`config.mk`:
```
export PLATFORM = sky130hd
export DESIGN_NAME = quicksort_sorter_core
export DESIGN_NICKNAME = d
export VERILOG_FILES = /design/src/sv/qss_pkg.sv /design/src/sv/quicksort_sorter_core.sv /design/src/sv/qss_ram.sv
export SDC_FILE = /design/constraint.sdc
export NUM_CORES = 2
export LEC_CHECK = 0
export BUFFER_PORTS_ARGS = -buffer_cell sky130_fd_sc_hd__buf_2
export CORE_UTILIZATION = 51
export DETAILED_ROUTE_END_ITERATION = 10
export PLACE_DENSITY = 0.66
export SKIP_CTS_REPAIR_TIMING = 1
export SYNTH_ARGS = -nofsm -noshare
export SYNTH_HDL_FRONTEND = slang
export SYNTH_HIERARCHICAL = 1
export SYNTH_SLANG_ARGS = --single-unit
```
`constraint.sdc`:
```
create_clock -name i_clk -period 14 [get_ports i_clk]
set_clock_uncertainty 0.1 [all_clocks]
set_input_delay 0 -clock i_clk [delete_from_list [all_inputs] [get_ports i_clk]]
set_output_delay 0 -clock i_clk [all_outputs]
set_load 0.01 [all_outputs]
```
`src/sv/qss_pkg.sv`:
```
// qss_pkg: shared types and constants for the quicksort sorter core
// no dependencies; imported by quicksort_sorter_core
package qss_pkg;

    localparam int VALUE_W       = 32;
    localparam int MAX_ITEMS_DEF = 64;

    typedef struct packed {
        logic signed [VALUE_W-1:0] value;
        logic                      is_last;
    } t_in_item;

    typedef struct packed {
        logic signed [VALUE_W-1:0] sorted_value;
        logic                      last_out;
        logic                      overflow;
    } t_out_item;

    typedef enum logic [3:0] {
        S_IDLE,
        S_INIT,
        S_POP,
        S_POPW,
        S_PIV,
        S_LRD,
        S_LCMP,
        S_RRD,
        S_RCMP,
        S_SWL,
        S_SWR,
        S_CHK,
        S_PUSH1,
        S_PUSH2,
        S_OUT,
        S_DONE
    } t_state;

endpackage

```
`src/sv/quicksort_sorter_core.sv`:
```
// quicksort_sorter_core: load, in-place quicksort and ordered read-out of signed values
// depends on qss_pkg and qss_ram
//
// Usage:
//   Input channel: an item transfers at a rising edge with i_start high and o_busy low.
//   Items load one per cycle into the element store (MAX_ITEMS entries). Items beyond
//   capacity are dropped and the run is flagged as overflowed.
//   An item with is_last set ends the list: o_busy rises and the store is sorted by
//   Hoare-partition quicksort, middle element as pivot, with a stack of index ranges
//   held in a second memory.
//   Sort time is set by the single read port of the element store: a scan step is a
//   read and a compare, a swap writes both values, each range pops bounds and reads a pivot.
//   Output: the n sorted values follow on o_result, one per cycle, each marked by
//   o_valid for exactly one cycle; last_out marks the final one and overflow is the
//   same on all of them. Each result is read from the store and registered; o_busy falls
//   the cycle after the last result.
//   The receiver cannot stall; results are never held.
//   Reset (synchronous, active low) empties the store, the overflow flag and the
//   stack; memory contents are not cleared and no clearing pass is needed.
module quicksort_sorter_core
    import qss_pkg::*;
#(
    parameter int MAX_ITEMS = qss_pkg::MAX_ITEMS_DEF
) (
    input  logic                 i_clk,
    input  logic                 i_rst_n,
    input  logic                 i_start,
    input  qss_pkg::t_in_item    i_item,
    output logic                 o_busy,
    output logic                 o_valid,
    output qss_pkg::t_out_item   o_result
);

    localparam int IDX_W = $clog2(MAX_ITEMS);
    localparam int CNT_W = $clog2(MAX_ITEMS + 1);

    t_state r_state, n_state;

    logic [CNT_W-1:0]        r_cnt, n_cnt;
    logic                    r_ovf, n_ovf;
    logic [CNT_W-1:0]        r_sp, n_sp;
    logic [IDX_W-1:0]        r_lo, n_lo;
    logic [IDX_W-1:0]        r_hi, n_hi;
    logic signed [CNT_W:0]   r_l, n_l;
    logic signed [CNT_W:0]   r_r, n_r;
    logic [VALUE_W-1:0]      r_piv, n_piv;
    logic [VALUE_W-1:0]      r_vl, n_vl;
    logic [VALUE_W-1:0]      r_vr, n_vr;
    logic [IDX_W-1:0]        r_i, n_i;
    logic                    r_oval, n_oval;
    logic                    r_olast, n_olast;

    logic                    mem_we;
    logic [IDX_W-1:0]        mem_waddr;
    logic [VALUE_W-1:0]      mem_wdata;
    logic [IDX_W-1:0]        mem_raddr;
    logic [VALUE_W-1:0]      mem_rdata;

    logic                    st_we;
    logic [IDX_W-1:0]        st_waddr;
    logic [2*IDX_W-1:0]      st_wdata;
    logic [IDX_W-1:0]        st_raddr;
    logic [2*IDX_W-1:0]      st_rdata;

    logic [IDX_W-1:0]        st_lo, st_hi;
    logic [IDX_W:0]          mid_sum;
    logic signed [CNT_W:0]   lo_s, hi_s;
    logic                    l_adv, r_adv;
    logic                    sp_full;

    qss_ram #(
        .WIDTH (VALUE_W),
        .DEPTH (MAX_ITEMS)
    ) u_store (
        .i_clk   (i_clk),
        .i_we    (mem_we),
        .i_waddr (mem_waddr),
        .i_wdata (mem_wdata),
        .i_raddr (mem_raddr),
        .o_rdata (mem_rdata)
    );

    qss_ram #(
        .WIDTH (2 * IDX_W),
        .DEPTH (MAX_ITEMS)
    ) u_stack (
        .i_clk   (i_clk),
        .i_we    (st_we),
        .i_waddr (st_waddr),
        .i_wdata (st_wdata),
        .i_raddr (st_raddr),
        .o_rdata (st_rdata)
    );

    assign st_lo   = st_rdata[2*IDX_W-1:IDX_W];
    assign st_hi   = st_rdata[IDX_W-1:0];
    assign mid_sum = {1'b0, st_lo} + {1'b0, st_hi};
    assign lo_s    = $signed({{(CNT_W + 1 - IDX_W){1'b0}}, r_lo});
    assign hi_s    = $signed({{(CNT_W + 1 - IDX_W){1'b0}}, r_hi});
    assign l_adv   = (r_l < hi_s) && ($signed(mem_rdata) < $signed(r_piv));
    assign r_adv   = (r_r > lo_s) && ($signed(r_piv) < $signed(mem_rdata));
    assign sp_full = (r_sp >= CNT_W'(MAX_ITEMS));

    // next state
    always_comb begin
        n_state = r_state;
        case (r_state)
            S_IDLE: begin
                if (i_start && i_item.is_last) begin
                    n_state = (n_cnt < CNT_W'(2)) ? S_OUT : S_INIT;
                end
            end
            S_INIT:  n_state = S_POP;
            S_POP:   n_state = (r_sp == '0) ? S_OUT : S_POPW;
            S_POPW: begin
                if ((st_lo >= st_hi) || (CNT_W'(st_hi) >= r_cnt)) begin
                    n_state = S_POP;
                end else begin
                    n_state = S_PIV;
                end
            end
            S_PIV:   n_state = S_LRD;
            S_LRD:   n_state = S_LCMP;
            S_LCMP:  n_state = l_adv ? S_LRD : S_RRD;
            S_RRD:   n_state = S_RCMP;
            S_RCMP: begin
                if (r_adv) begin
                    n_state = S_RRD;
                end else if (r_l <= r_r) begin
                    n_state = S_SWL;
                end else begin
                    n_state = S_CHK;
                end
            end
            S_SWL:   n_state = S_SWR;
            S_SWR:   n_state = S_CHK;
            S_CHK:   n_state = (r_l <= r_r) ? S_LRD : S_PUSH1;
            S_PUSH1: n_state = S_PUSH2;
            S_PUSH2: n_state = S_POP;
            S_OUT: begin
                if (r_i == IDX_W'(r_cnt - CNT_W'(1))) begin
                    n_state = S_DONE;
                end
            end
            S_DONE:  n_state = S_IDLE;
            default: n_state = S_IDLE;
        endcase
    end

    // datapath and memory control
    always_comb begin
        n_cnt     = r_cnt;
        n_ovf     = r_ovf;
        n_sp      = r_sp;
        n_lo      = r_lo;
        n_hi      = r_hi;
        n_l       = r_l;
        n_r       = r_r;
        n_piv     = r_piv;
        n_vl      = r_vl;
        n_vr      = r_vr;
        n_i       = r_i;
        mem_we    = 1'b0;
        mem_waddr = r_l[IDX_W-1:0];
        mem_wdata = r_vr;
        mem_raddr = r_l[IDX_W-1:0];
        st_we     = 1'b0;
        st_waddr  = r_sp[IDX_W-1:0];
        st_wdata  = {r_lo, r_r[IDX_W-1:0]};
        st_raddr  = IDX_W'(r_sp - CNT_W'(1));
        case (r_state)
            S_IDLE: begin
                n_i = '0;
                if (i_start) begin
                    if (r_cnt < CNT_W'(MAX_ITEMS)) begin
                        mem_we    = 1'b1;
                        mem_waddr = r_cnt[IDX_W-1:0];
                        mem_wdata = i_item.value;
                        n_cnt     = r_cnt + CNT_W'(1);
                    end else begin
                        n_ovf = 1'b1;
                    end
                end
            end
            S_INIT: begin
                st_we    = 1'b1;
                st_waddr = '0;
                st_wdata = {{IDX_W{1'b0}}, IDX_W'(r_cnt - CNT_W'(1))};
                n_sp     = CNT_W'(1);
            end
            S_POP: begin
                if (r_sp != '0) begin
                    n_sp = r_sp - CNT_W'(1);
                end
            end
            S_POPW: begin
                n_lo      = st_lo;
                n_hi      = st_hi;
                n_l       = $signed({{(CNT_W + 1 - IDX_W){1'b0}}, st_lo});
                n_r       = $signed({{(CNT_W + 1 - IDX_W){1'b0}}, st_hi});
                mem_raddr = mid_sum[IDX_W:1];
            end
            S_PIV: begin
                n_piv = mem_rdata;
            end
            S_LRD: begin
                mem_raddr = r_l[IDX_W-1:0];
            end
            S_LCMP: begin
                if (l_adv) begin
                    n_l = r_l + (CNT_W + 1)'(1);
                end else begin
                    n_vl = mem_rdata;
                end
            end
            S_RRD: begin
                mem_raddr = r_r[IDX_W-1:0];
            end
            S_RCMP: begin
                if (r_adv) begin
                    n_r = r_r - (CNT_W + 1)'(1);
                end else begin
                    n_vr = mem_rdata;
                end
            end
            S_SWL: begin
                mem_we    = 1'b1;
                mem_waddr = r_l[IDX_W-1:0];
                mem_wdata = r_vr;
            end
            S_SWR: begin
                mem_we    = 1'b1;
                mem_waddr = r_r[IDX_W-1:0];
                mem_wdata = r_vl;
                n_l       = r_l + (CNT_W + 1)'(1);
                n_r       = r_r - (CNT_W + 1)'(1);
            end
            S_PUSH1: begin
                if ((lo_s < r_r) && !sp_full) begin
                    st_we    = 1'b1;
                    st_wdata = {r_lo, r_r[IDX_W-1:0]};
                    n_sp     = r_sp + CNT_W'(1);
                end
            end
            S_PUSH2: begin
                if ((r_l < hi_s) && !sp_full) begin
                    st_we    = 1'b1;
                    st_wdata = {r_l[IDX_W-1:0], r_hi};
                    n_sp     = r_sp + CNT_W'(1);
                end
            end
            S_OUT: begin
                mem_raddr = r_i;
                n_i       = r_i + IDX_W'(1);
            end
            S_DONE: begin
                n_cnt = '0;
                n_ovf = 1'b0;
                n_sp  = '0;
            end
            default: begin
                n_cnt = r_cnt;
            end
        endcase
    end

    // outputs
    always_comb begin
        o_busy                = (r_state != S_IDLE);
        n_oval                = (r_state == S_OUT);
        n_olast               = (r_state == S_OUT) && (n_state == S_DONE);
        o_valid               = r_oval;
        o_result.sorted_value = mem_rdata;
        o_result.last_out     = r_olast;
        o_result.overflow     = r_ovf;
    end

    always_ff @(posedge i_clk) begin
        if (!i_rst_n) begin
            r_state <= S_IDLE;
            r_cnt   <= '0;
            r_ovf   <= 1'b0;
            r_sp    <= '0;
            r_oval  <= 1'b0;
            r_olast <= 1'b0;
        end else begin
            r_state <= n_state;
            r_cnt   <= n_cnt;
            r_ovf   <= n_ovf;
            r_sp    <= n_sp;
            r_oval  <= n_oval;
            r_olast <= n_olast;
        end
    end

    always_ff @(posedge i_clk) begin
        r_lo  <= n_lo;
        r_hi  <= n_hi;
        r_l   <= n_l;
        r_r   <= n_r;
        r_piv <= n_piv;
        r_vl  <= n_vl;
        r_vr  <= n_vr;
        r_i   <= n_i;
    end

    a_cnt_range: assert property (@(posedge i_clk) disable iff (!i_rst_n)
        r_cnt <= CNT_W'(MAX_ITEMS))
        else $error("element count beyond capacity");

    a_sp_range: assert property (@(posedge i_clk) disable iff (!i_rst_n)
        r_sp <= CNT_W'(MAX_ITEMS))
        else $error("range stack pointer beyond depth");

    a_l_bounds: assert property (@(posedge i_clk) disable iff (!i_rst_n)
        (r_state == S_LRD) |-> ((r_l >= lo_s) && (r_l <= hi_s)))
        else $error("left scan index left its range");

    a_r_bounds: assert property (@(posedge i_clk) disable iff (!i_rst_n)
        (r_state == S_RRD) |-> ((r_r >= lo_s) && (r_r <= hi_s)))
        else $error("right scan index left its range");

    a_last_done: assert property (@(posedge i_clk) disable iff (!i_rst_n)
        (o_valid && o_result.last_out) |=> (r_state == S_IDLE))
        else $error("final result not followed by idle");

endmodule

```
`src/sv/qss_ram.sv`:
```
// qss_ram: single write port, single registered read port memory
// no dependencies; used for the element store and the range stack
module qss_ram #(
    parameter int WIDTH = 32,
    parameter int DEPTH = 64
) (
    input  logic                     i_clk,
    input  logic                     i_we,
    input  logic [$clog2(DEPTH)-1:0] i_waddr,
    input  logic [WIDTH-1:0]         i_wdata,
    input  logic [$clog2(DEPTH)-1:0] i_raddr,
    output logic [WIDTH-1:0]         o_rdata
);

    logic [WIDTH-1:0] r_mem [DEPTH];

    always_ff @(posedge i_clk) begin
        if (i_we) begin
            r_mem[i_waddr] <= i_wdata;
        end
    end

    always_ff @(posedge i_clk) begin
        o_rdata <= r_mem[i_raddr];
    end

endmodule
```
; ---- Word level (Yosys, flattened, before mapping)
; Memory sizes are Yosys's and may differ from the RTL's. A register that Yosys moved wholly into a read port is not among the register bits.
; Cells that the tools add are included.
[classes]
add_sub_neg = 8
n_lt_le_gt_ge = 11
n_eq_ne = 24
muxes = 45
n_bitwise = 2
reduce_logical = 25
[op_table]
columns = operator, n
row1 = $lt A32 B32 Y1, 2
row2 = $mux W32, 2
row3 = $pmux W32 S2, 1
row4 = $pmux W4 S15, 1
row5 = $pmux W8 S3, 2
row6 = $eq A4 B4 Y1 const B, 9
row7 = $mux W7, 5
row8 = $pmux W7 S5, 1
row9 = $mux W4, 6
row10 = $pmux W12 S2, 1
row11 = $pmux W6 S2, 2
row12 = $mux W6, 3
row13 = $pmux W6 S3, 1
row14 = $eq A4 B3 Y1 const B, 4
row15 = $mux W8, 2
row16 = $add A7 B1 Y7 const B, 2
row17 = $ne A2 B2 Y1 const B, 7
row18 = $pmux W7 S2, 1
row19 = $mux W12, 1
row20 = $mux W1, 10
row21 = $add A8 B2 Y8 const B, 1
row22 = $eq A4 B2 Y1 const B, 2
row23 = $gt A8 B7 Y1, 1
row24 = $le A8 B8 Y1, 1
row25 = 33 further kinds, 47
[word_totals]
register_bits = 151
ram_bits = 2816
out_inout_bits = 36
n_memories = 2
[memory_table]
columns = memory, words, width, read_ports, rd_ports_with_merged_regs, wr, line
row1 = u_store.r_mem, 64, 32, 1, 1, 1, qss_ram.sv:15  ; logic [WIDTH-1:0] r_mem [DEPTH];
row2 = u_stack.r_mem, 64, 12, 1, 1, 1, qss_ram.sv:15

; ---- Depth between registers and ports, before layout
[logic_depth]
ltp_word = 10
depth_mapped = 17
ltp_nobuf = 15

; ---- Hierarchy
; Netlist, hierarchy kept.
[modules_own_cells]
columns = mod, instances, cells_each, area_each_um2
row1 = qss_ram at u_store, 1, 3324, 78515.3
row2 = qss_ram at u_stack, 1, 1339, 29851.1
row3 = quicksort_sorter_core, 1, 869, 8827.2

; ---- Least setup slack after synthesis
; Ideal clock, no wire load.
[synth_timing]
path_kind = reg-to-reg
start = reg u_store.o_rdata[31] (read register of u_store.r_mem)
end = reg r_r[0], enable pin
setup_ns = 0.481
t_arrival_ns = 4.845
path_slack_ns = 8.574
path_stages_with_launch = 11
period_less_slack_ns = 5.426
cell_sequence = dfxtp_1 -> inv_1 -> ha_1 -> nand4_1 -> nor3_1 -> nand2_1 -> nor3_1 -> a21oi_1 -> xnor2_1 -> a21boi_0 -> a21oi_1
[synth_via]
elab_chain_len = 4
[synth_lines]
columns = item, line
row1 = start: declaration, qss_ram.sv:12  ; output logic [WIDTH-1:0] o_rdata
row2 = $lt A32 B32 Y1, quicksort_sorter_core.sv:101  ; assign r_adv = (r_r > lo_s) && ($signed(r_piv) < $signed(mem_rdata));
row3 = $logic_and A1 B1 Y1, quicksort_sorter_core.sv:101
row4 = $ne A2 B2 Y1 (no source line), --
row5 = $reduce_and A2 Y1 (no source line), --
row6 = end signal: assignment, quicksort_sorter_core.sv:300  ; r_r <= n_r;
row7 = end: declaration, quicksort_sorter_core.sv:45  ; logic signed [CNT_W:0] r_r, n_r;
; No other way between the ends.
; A chain may end at the register's enable or synchronous reset.

; ---- Final worst setup path
[layout_timing]
start = reg r_state[3]
end = reg u_store.o_rdata[9] (read register of u_store.r_mem)
[layout_via]
elab_chain_len = 2
word_cells_on_any_way = 4
classes_between = eq/ne: 3 / mux: 1
[layout_lines]
columns = item, line
row1 = start: declaration, quicksort_sorter_core.sv:37  ; t_state r_state, n_state;
row2 = start signal: assignment, quicksort_sorter_core.sv:287  ; r_state <= n_state;
row3 = $eq A4 B4 Y1 (tied with other cells), quicksort_sorter_core.sv:171  ; case (r_state)
row4 = $pmux W6 S3 *, quicksort_sorter_core.sv:171
row5 = net mem_raddr[1], quicksort_sorter_core.sv:56  ; logic [IDX_W-1:0] mem_raddr;
; The timed path passes the listed nets; every way through them passes the cells marked *.

==> run summary <==
Final TNS setup -> 0 ns
via count -> 59060
setup repair after global routing missed its margin -> false
distinct cell type count after synthesis -> 76
warnings from Yosys -> 6
detailed-routing iteration count for the pre-antenna-repair pass -> 7
area fraction in and, or, nand and nor cells after synthesis -> 2.60%
maximum clock rate -> 0.156 GHz
WL/cell -> 32.8 µm
overflow left after global routing -> 0
Slew Viols, Final -> 0
type of the worst setup path -> reg -> reg
Cell Count, Final, Fillers Out -> 9120
clock-pin slew reported for the worst setup and hold paths after clock tree synthesis -> 0.06 ns
placed cell count -> 8542
gate count of the mapped netlist -> 5532
total count of hold-check failures in the final report -> 52
maximum capacitance violations -> 0
most frequent standard cell in the layout excluding fill and tap cells -> sky130_fd_sc_hd__edfxtp_1
Period minus WS final -> 6.42 ns
CTS tree -> built
IO Pins -> 72
area share of xor/xnor cells in the synthesized design -> 0.269%
Peak VDD IR -> 0.272 mV
clock tree buffer depth -> 4
number of synthesized flops with an enable pin -> 2946
startpoint of the lowest-slack register-to-register path -> r_state[3]$_SDFF_PN0_
main combinational cell family by area after synthesis -> multiplexers
net count after synthesis -> 5644
violations in the final reports -> hold timing
total number of H-tree levels -> 5
number of global-route vias before repair -> 57919
filler cell count -> 16172
layout cells sized above 1 -> 26.5%
cell area after technology mapping -> 0.117 mm²
y dimension of the die -> 481 µm
maximum number of pins on one net before global-route repair -> 118
result of the run -> finished with violations
Adder-Cell Fraction of Synth Area -> 0.818%
antenna violation net count after detailed routing -> 0
# rows -> 175
DRC Markers -> 0
worst min-delay path class -> in -> reg
wire length of the first global-routing pass -> 424000 µm
clk_lat worst skew -> 0.96 ns
final setup violating endpoints -> 0
final wirelength -> 299000 µm
synthesis-to-layout area growth -> 13.1%
total routing resource utilization after global routing -> 25.8%
relative slew slack -> 9.99%
final estimated routing congestion in global placement -> 0.916
multiplexer fraction of the synthesized cell area -> 15.2%
overall die width -> 481 µm
Worst-Margin Slew -> 1.35 ns
average cell area after synthesis -> 21.2 µm²
core region area -> 0.228 mm²
most frequent cells in the layout -> 2946 x sky130_fd_sc_hd__edfxtp_1, 736 x sky130_fd_sc_hd__mux4_2, 319 x sky130_fd_sc_hd__clkbuf_16
number of clock sinks -> 3011
first element of the critical path -> r_state[3]$_SDFF_PN0_
fraction of the mapped netlist area in compound gates -> 3.02%
effective utilization at floorplan -> 51.4%
data arrival time at the worst-slack endpoint -> 7.01 ns
static leakage power -> 42.3 nW
share of synthesized registers carrying an async set or reset -> 0%
area of the die -> 0.232 mm²
Critical Path End Type -> flip-flop
violation count after the first detailed-routing iteration -> 7758
PD cells -> 225 mW/mm²
Vias/cell -> 6.48
Final period util -> 45.8%
number of storage elements in the synthesis netlist -> 3011
number of antenna violations at the first check in global routing -> 16
CP Data Required Time -> 14.59 ns
number of CTS-inserted buffers -> 315
total number of nets in the final design -> 5995
smallest hold slack -> -0.0139 ns
Post-synth top flop -> sky130_fd_sc_hd__edfxtp_1
detailed placer's ending HPWL -> 167000 µm
count of input and output buffers -> 71
portion of the post-synthesis area used by sequential elements -> 76.6%
clock tree root buffer cell -> sky130_fd_sc_hd__clkbuf_16
hold path startpoint -> i_item[23]
largest fanout on the critical path -> 113
Critical Path Start Type -> flip-flop
## synthesized netlist by cell type, drive strengths merged, types with 5 or more instances
cell type     n  share of area (%)
mux4        736                 14
inv          74               0.24
o32ai         5              0.037
a221oi        5              0.037
a22oi        57               0.37
a31oi        14              0.075
nand2       167               0.53
xor2         14               0.10
mux2i       115               0.98
a211oi       18               0.12
o211ai        9              0.058
a21oi       123               0.53
edfxtp     2946                 75
a21o          7              0.045
a41o          5              0.043
o21ai        46               0.20
nand4        11              0.059
or2           7              0.037
and3         10              0.053
a22o         13              0.097
nor3         37               0.16
nand3        47               0.20
or3b          5              0.037
and2         10              0.053
mux2          8              0.077
xnor2        22               0.16
nand2b       41               0.22
dfxtp        65                1.1
ha           75               0.80
nor2        259               0.83
nand3b        8              0.051
o22ai       109               0.58
a221o        13               0.11
or3           8              0.043
buf         154               0.81
nor2b        37               0.20
clkbuf      139               0.45
a311oi       10              0.075
o21a          5              0.032
o221ai       49               0.37
## power breakdown
part | leakage (nW) | internal, mW | switching, mW | total, mW
Clock | 4.80 | 4.69 | 3.33 | 8.02
Combinational | 10.4 | 3.46 | 6.53 | 9.99
Sequential | 27.1 | 11.4 | 0.334 | 11.8
Total | 42.3 | 19.6 | 10.2 | 29.8
## cells by family after synthesis
| logic type | Yosys count |
|---|---|
| XOR/XNOR | 36 |
| adder cells (fa/ha/maj) | 76 |
| AO/OA/AOI/OAI | 521 |
| flip-flops | 3011 |
| multiplexers | 859 |
| AND/OR/NAND/NOR | 662 |
| buffers and inverters | 367 |
## path summary, 6_finish.rpt
check                                    end  slack [ns]  cells past startpoint
max               u_store/o_rdata[9]$_DFF_P_        7.58                     10
min          u_store/r_mem[62][22]$_DFFE_PP_       -0.01                      4
max reg2reg       u_store/o_rdata[9]$_DFF_P_        7.58                     10
min reg2reg                r_hi[0]$_DFFE_PP_        0.39                      0
## per-layer routing
| metal | GRT usage, % | up-vias | part of all wire, % |
|---|---|---|---|
| li1 | - | 23816 | - |
| met1 | 37.0 | 31524 | 39 |
| met2 | 39.9 | 3139 | 47 |
| met3 | 5.07 | 577 | 9.6 |
| met4 | 9.02 | 4 | 3.7 |
| met5 | 0 | - | 0.0077 |
## critical path, stage by stage (launching register included)
cell and delay, ns:
sky130_fd_sc_hd__dfxtp_1 0.54, sky130_fd_sc_hd__nor2_1 0.64, sky130_fd_sc_hd__nand3_1 0.41, sky130_fd_sc_hd__o221ai_4 0.28, sky130_fd_sc_hd__buf_12 0.56, sky130_fd_sc_hd__buf_12 0.64
sky130_fd_sc_hd__buf_4 0.87, sky130_fd_sc_hd__mux4_2 0.44, sky130_fd_sc_hd__mux4_2 0.50, sky130_fd_sc_hd__o22ai_1 0.64, sky130_fd_sc_hd__nor2_1 0.25
## registers in the layout, indices dropped and copies added, names as in the netlist, 4 cells and up
name,count
u_store/r_mem,2048
u_stack/r_mem,768
r_piv,32
r_vl,32
r_vr,32
u_store/o_rdata,32
u_stack/o_rdata,12
r_l,8
r_r,8
r_cnt,7
r_sp,7
r_hi,6
r_i,6
r_lo,6
r_state,4
## metrics by stage
stage / cell area, µm² / power, mW / setup WS, ns / hold slack [ns] / util, %
final: 133000 / 29.8 / 7.58 / -0.0139 / 58.1
after detailed placement: 122000 / 21.9 / 7.87 / 0.279 / 53.7
after floorplan: 117000 / 17.9 / 8.57 / 0.0564 / -
after CTS: 132000 / 29.8 / 7.79 / -0.740 / 58.0
after global placement: 122000 / 21.8 / 7.89 / 0.283 / 53.7
after global routing: 132000 / 30.7 / 7.44 / 0.00657 / 58.1
## cell type report
type | instances | area (µm²) | area share [%]
inverters | 74 | 290 | 0.219
diodes | 4 | 10.0 | 0.00755
multi-input cells | 2154 | 26400 | 19.9
well taps | 3009 | 3760 | 2.84
flip-flops and latches | 3011 | 89800 | 67.7
repair buffers | 327 | 2480 | 1.88
clock inverters | 155 | 1450 | 1.09
clock buffers | 386 | 8320 | 6.28
Note: power is estimated with default switching activity, not from simulation.
